### src/hdl/mrml_pkg.sv
// ----------------------------------------------------------------------------
// Memory region metadata locator package
// Shared widths, payload layouts, status codes and controller interface types.
// ----------------------------------------------------------------------------
package mrml_pkg;

    localparam int ADDR_W      = 52;
    localparam int LIMIT_W     = 23;
    localparam int IDX_W       = 6;
    localparam int CNT_W       = 7;
    localparam int GB_SHIFT    = 30;
    localparam int BLOCK_W     = ADDR_W - GB_SHIFT;
    // 512 2 MB entries and 262144 4 KB entries cover one 1 GB block.
    localparam int SUB_2M_SHIFT = 9;
    localparam int SUB_4K_SHIFT = 18;

    typedef enum logic [1:0] {
        ST_OK          = 2'd0,
        ST_NO_REGION   = 2'd1,
        ST_BLOCK_RANGE = 2'd2,
        ST_NOT_INIT    = 2'd3
    } status_t;

    // Input beat payload, first field in the lowest bits.
    typedef struct packed {
        logic [6:0]         pad;
        logic [ADDR_W-1:0]  phys_addr;
        logic [LIMIT_W-1:0] block_limit;
        logic [ADDR_W-1:0]  meta_4k_base;
        logic [ADDR_W-1:0]  meta_2m_base;
        logic [ADDR_W-1:0]  meta_1g_base;
        logic [ADDR_W-1:0]  region_init_end;
        logic [ADDR_W-1:0]  region_size;
        logic [ADDR_W-1:0]  region_base;
        logic [IDX_W-1:0]   region_index;
    } in_item_t;

    // Result beat payload, first field in the lowest bits.
    typedef struct packed {
        logic [1:0]        pad;
        logic [ADDR_W-1:0] meta_4k_addr;
        logic [ADDR_W-1:0] meta_2m_addr;
        logic [ADDR_W-1:0] meta_1g_addr;
        status_t           status;
    } out_item_t;

    typedef enum logic [2:0] {
        S_IDLE,
        S_SCAN,
        S_HIT_RD,
        S_CHK1,
        S_CHK2,
        S_ADDR,
        S_RESP
    } state_t;

    typedef struct packed {
        logic accept_wr;
        logic accept_lk;
        logic scan;
        logic hit_rd;
        logic chk1;
        logic chk2;
        logic addr;
        logic load_out;
    } cmd_t;

    typedef struct packed {
        logic scan_done;
        logic found;
        logic out_free;
    } stat_t;

endpackage

### src/hdl/mrml_ctrl.sv
// ----------------------------------------------------------------------------
// Locator controller
// Sequences table writes, the region scan, the checks and the result hand-off.
// ----------------------------------------------------------------------------
module mrml_ctrl (
    input  logic            aclk,
    input  logic            aresetn,
    input  logic            s_tvalid,
    input  logic            s_tuser,
    output logic            s_tready,
    input  mrml_pkg::stat_t stat,
    output mrml_pkg::cmd_t  cmd
);
    import mrml_pkg::*;

    state_t state_reg, state_next;

    always_ff @(posedge aclk) begin
        if (!aresetn) begin
            state_reg <= S_IDLE;
        end else begin
            state_reg <= state_next;
        end
    end

    always_comb begin
        state_next = state_reg;
        cmd        = '0;
        s_tready   = 1'b0;
        unique case (state_reg)
            S_IDLE: begin
                s_tready = 1'b1;
                if (s_tvalid) begin
                    if (s_tuser) begin
                        cmd.accept_lk = 1'b1;
                        state_next    = S_SCAN;
                    end else begin
                        cmd.accept_wr = 1'b1;
                        state_next    = S_RESP;
                    end
                end
            end
            S_SCAN: begin
                cmd.scan = 1'b1;
                if (stat.scan_done) begin
                    state_next = stat.found ? S_HIT_RD : S_RESP;
                end
            end
            S_HIT_RD: begin
                cmd.hit_rd = 1'b1;
                state_next = S_CHK1;
            end
            S_CHK1: begin
                cmd.chk1   = 1'b1;
                state_next = S_CHK2;
            end
            S_CHK2: begin
                cmd.chk2   = 1'b1;
                state_next = S_ADDR;
            end
            S_ADDR: begin
                cmd.addr   = 1'b1;
                state_next = S_RESP;
            end
            S_RESP: begin
                if (stat.out_free) begin
                    cmd.load_out = 1'b1;
                    state_next   = S_IDLE;
                end
            end
            default: begin
                state_next = S_IDLE;
            end
        endcase
    end

endmodule

### config.mk
export PLATFORM = sky130hd
export DESIGN_NAME = mrml_ctrl
export DESIGN_NICKNAME = d
export VERILOG_FILES = /design/src/hdl/mrml_pkg.sv /design/src/hdl/mrml_ctrl.sv
export SDC_FILE = /design/constraint.sdc
export NUM_CORES = 1
export LEC_CHECK = 0
export ABC_AREA = 1
export BUFFER_PORTS_ARGS = -buffer_cell sky130_fd_sc_hd__clkbuf_2
export CAP_MARGIN = 20
export CORE_AREA = 8 8 45 47
export DETAILED_ROUTE_END_ITERATION = 6
export DIE_AREA = 0 0 53 55
export SYNTH_ARGS = -nofsm -noshare
export SYNTH_HDL_FRONTEND = slang
export SYNTH_SLANG_ARGS = --single-unit
### constraint.sdc
create_clock -name aclk -period 1.6 [get_ports aclk]
set_clock_uncertainty 0.15 [all_clocks]
set_input_delay 0.16 -clock aclk [delete_from_list [all_inputs] [get_ports aclk]]
set_output_delay 0.16 -clock aclk [all_outputs]
set_load 0.02 [all_outputs]
* Word level (Yosys, flattened, before mapping) *
Cells that the tools add are included.

cells by class
  eq/ne operators = 9
  mux-type cells = 18
  reduce and logical (&&, ||, !) cells = 2

operator list
  cell                number
  $pmux 3 s7          1
  $mux 3              5
  $mux 1              10
  $eq 3x3->1 const B  3
  $eq 3x2->1 const B  2
  $ne 2x2->1 const B  3
  $mux 2              2
  $eq 3x1->1 const B  1
  $logic_not 3->1     1
  $reduce_and 3->1    1

storage, ports and cells
  register bits after elaboration = 3
  bits of input ports = 7

* Depth between registers and ports, before layout *
  depth in word-level cells = 3
  gate-level depth with buffers = 7

* Worst setup path after synthesis *
OpenSTA, ideal clock, no wires.

  path kind = register to output
  start = reg state_reg[1]
  end = out cmd[6] (netlist bit)
  data arrival time = 1060 ps
  required time = 1290 ps
  slack = 230 ps
  cell stages (with the launch flop) = 4
  path buffers = 0
  cell sequence = dfxtp_1 -> nor2_2 -> nand2_2 -> nor3_1

RTL lines
  element                 line             RTL
  start, declared         mrml_ctrl.sv:16  state_t state_reg, state_next;
  start signal, assigned  mrml_ctrl.sv:22  state_reg <= state_next;
  end, declared           mrml_ctrl.sv:12  output mrml_pkg::cmd_t cmd

==> qor_table.md <==
| Quantity | Reported |
|:---|:---|
| Area enclosed by the die boundary | 2915 um2 |
| Hold violation total from the final report | 0 |
| Critical Path Fanout Max | 5 |
| Total GRT Usage | 4.913% |
| First DRT Iteration DRCs | 2 |
| Mean Syn Cell Area | 5.335 um2 |
| Count of TritonRoute iterations in the first routing pass | 2 |
| Max clock buf depth | 2 |
| Slew Limit Headroom | 81.75% |
| Count of state elements after synthesis | 3 |
| Num CTS Buffers | 3 |
| Worst ir drop on vdd | 0.6740 mV |
| Cell types with the largest area share after synthesis | sky130_fd_sc_hd__dfxtp_1 (21%), sky130_fd_sc_hd__inv_1 (17%), sky130_fd_sc_hd__nor2_1 (15%) |
| Most common cell after layout, fill and taps aside | sky130_fd_sc_hd__clkbuf_2 |
| Final worst setup slack | 0.1027 ns |
| Leakage component of the power | 0.2678 nW |
| Longest individual stage delay on the worst path | 0.38 ns |
| Die H | 55 um |
| H-tree Lvls | 1 |
| CP Data Required Time | 1.29 ns |
| Post-layout minimum cycle time | 1.497 ns |
| Slowest cell on the critical path | sky130_fd_sc_hd__dfxtp_2 |
| Peak clock frequency supported by timing | 0.6678 GHz |
| DP Wirelength | 647.1 um |
| Die width | 53 um |
| I/O pin total | 16 |
| Starting density of the core | 20.43% |
| Cell family with the largest share of critical-path delay | flip-flops |
| Latest clock arrival within the worst-skew pair | 0.23 ns |
| Count of distinct cell types in the synthesized netlist | 12 |
| Maximum number of pins on one net before global-route repair | 10 |
| Area used by multi-input combinational logic | 171.4 um2 |
| Worst slack after detailed placement | 0.3033 ns |
| Area share of the largest cell type after synthesis | 21.24% |
| Initial antenna violation count | 0 |
| Clk slew on worst S/H paths | 0.04 ns |
| R2R depth | 7 |
| Crit Path Category | reg2out |
| Actual transition at the worst max-transition pin | 0.2734 ns |
| Buffer type at the clock tree root | sky130_fd_sc_hd__clkbuf_4 |
| # clock sinks | 3 |
| Critical Path AT | 1.19 ns |
| Endpoint of the most critical setup path | cmd[1] |
| Reg-to-Reg Start | state_reg[1]$_SDFFE_PN0P_ |
| Layout overhead on the synthesized area | 45.13% |
| Detailed Route WL | 759 um |
| Detailed-route wire length per cell | 8.625 um |
| Launching element type of the critical path | flip-flop |
| Number of flip-flops under the largest register name | 3 |
| Residual overflow from global routing | 0 |
| DR vias/cell | 4.000 |
| Cts-stage hold buffer count | 0 |
| Number of standard-cell rows in the floorplan | 14 |
| Share of post-route cells with drive strength above 1 | 37.50% |
| Number of nets in the final layout | 80 |
| First-pass GRT wire length | 1041 um |
| Standard cell core area | 1384 um2 |
| Outcome | finished clean |
| Count of buffers from port buffering | 15 |
| Pwr dens | 2141 nW/um2 |
| Crit path cell chain | inv_2 > nor2_2 > inv_1 > nor2_1 > clkbuf_2 |
| Post-synthesis sequential area ratio | 21.24% |
| Synth warn | 0 |
| Finish-stage setup viols | 0 |
| Top Usage Layer GRT | met2 |
| Cell area after technology mapping | 282.8 um2 |
| Reg-to-reg critical path endpoint | state_reg[0]$_SDFFE_PN0P_ |
| Count of buffer and inverter cells on the critical path | 3 |
| Number of design rule violations left after detail routing | 0 |
| Via count of the first global-routing pass | 297 |
| CP Launch Point | state_reg[0]$_SDFFE_PN0P_ |
| Commonest non-fill, non-tap cells in the layout | sky130_fd_sc_hd__clkbuf_2 (15), sky130_fd_sc_hd__inv_1 (13), sky130_fd_sc_hd__nor2_1 (11) |
| Total negative slack | 0 ns |
| Grt met2 use | 8.398% |
| Routed via count | 352 |
| Logic depth of the worst setup path including buffers | 5 |
| Number of post-CTS setup repair buffers | 0 |
| Classification of the worst-slack hold path | in2reg |
| Maxcap violations | 0 |
| Crit share post-route | 93.58% |
| Syn nets | 60 |
| # diodes | 0 |
| FF/Latch Area | 61.31 um2 |
| Filler Cell Count | 163 |
| GRT met1 Usage | 4.091% |
| TritonCTS clock tree | yes |
| Mapped Cells | 53 |
| RSZ-0062 raised after global routing | false |
| Post-synthesis cell type with the largest combined area | sky130_fd_sc_hd__dfxtp_1 |
| Met3 Usage GRT | 2.139% |
| Flop-to-flop setup slack | 0.29 ns |
| Final count of pins violating max slew | 0 |
| Gpl congestion | 0.7611 |
| Remaining antenna violation count after routing | 0 |
| Worst setup EP type | primary output |
power breakdown:
group	total, mW	internal (mW)	switching, mW
Clock	0.129	0.0932	0.0356
Sequential	0.175	0.115	0.0605
Combinational	0.575	0.193	0.382
per-stage QoR:
step / util [%] / total power, mW / cell area, um2 / hold WS, ns / instances
6_report: 29.66 / 0.8787 / 410.4 / 0.03667 / 88
5_1_grt: 29.66 / 0.9647 / 410.4 / 0.07019 / 88
4_1_cts: 29.20 / 0.8780 / 404.1 / 0.03247 / 88
3_5_place_dp: 27.31 / 0.7384 / 377.9 / 0.2791 / 84
3_3_place_gp: 27.31 / 0.7340 / 377.9 / 0.2852 / 84
2_1_floorplan: - / 0.5886 / 282.8 / 0.1707 / 53
cell type report:
type / count / share of cell area [%]
Clock buffer: 4 / 6.402
Inverter: 15 / 13.72
Multi-Input combinational cell: 35 / 41.77
Sequential cell: 3 / 14.94
Tap cell: 16 / 4.878
Timing Repair Buffer: 15 / 18.29
worst reg2reg max path: cells and delay by family, from the launching register on:
family           cells  cell delay (ns)
and+or+nand+nor      7             0.58
DFF                  1             0.46
layer usage:
layer  part of all wire, %  up-vias
li1                      -      197
met3                   8.7        0
met5                     0        -
met4                     0        0
met1                    40      147
met2                    52        8
Yosys cell counts:
library cell              number
sky130_fd_sc_hd__nand2_1       8
sky130_fd_sc_hd__nand3_1       7
sky130_fd_sc_hd__nor3_2        1
sky130_fd_sc_hd__dfxtp_1       3
sky130_fd_sc_hd__inv_2         2
sky130_fd_sc_hd__nand2_2       1
sky130_fd_sc_hd__nor3_1        2
sky130_fd_sc_hd__nor2_1       11
sky130_fd_sc_hd__nor2_2        3
sky130_fd_sc_hd__a21oi_1       1
sky130_fd_sc_hd__nand3_2       1
sky130_fd_sc_hd__inv_1        13
worst min-delay path by stage:
stage | startpoint | end | slack (ns) | depth (start not counted)
final | aresetn | state_reg[0]$_SDFFE_PN0P_ | 0.04 | 3
after global routing | aresetn | state_reg[0]$_SDFFE_PN0P_ | 0.07 | 3
after CTS | aresetn | state_reg[0]$_SDFFE_PN0P_ | 0.03 | 3
after detailed placement | aresetn | state_reg[0]$_SDFFE_PN0P_ | 0.28 | 3
after global placement | aresetn | state_reg[1]$_SDFFE_PN0P_ | 0.29 | 3
after floorplan | aresetn | state_reg[0]$_SDFFE_PN0P_ | 0.17 | 2
repair_timing:
item,CTS,global route
gates resized for setup,0,2
hold endpoints to repair,0,0
setup endpoints to repair,0,2
logic make-up (layout without fill, tap and decap cells):
| logic type | Yosys count | in the layout | synth area share [%] |
|---|---|---|---|
| AND/OR/NAND/NOR | 34 | 34 | 57.08 |
| AO/OA/AOI/OAI | 1 | 1 | 1.768 |
| flip-flops | 3 | 3 | 21.24 |
| buffers and inverters | 15 | 34 | 19.91 |
Power figures use the tool's default switching activity.
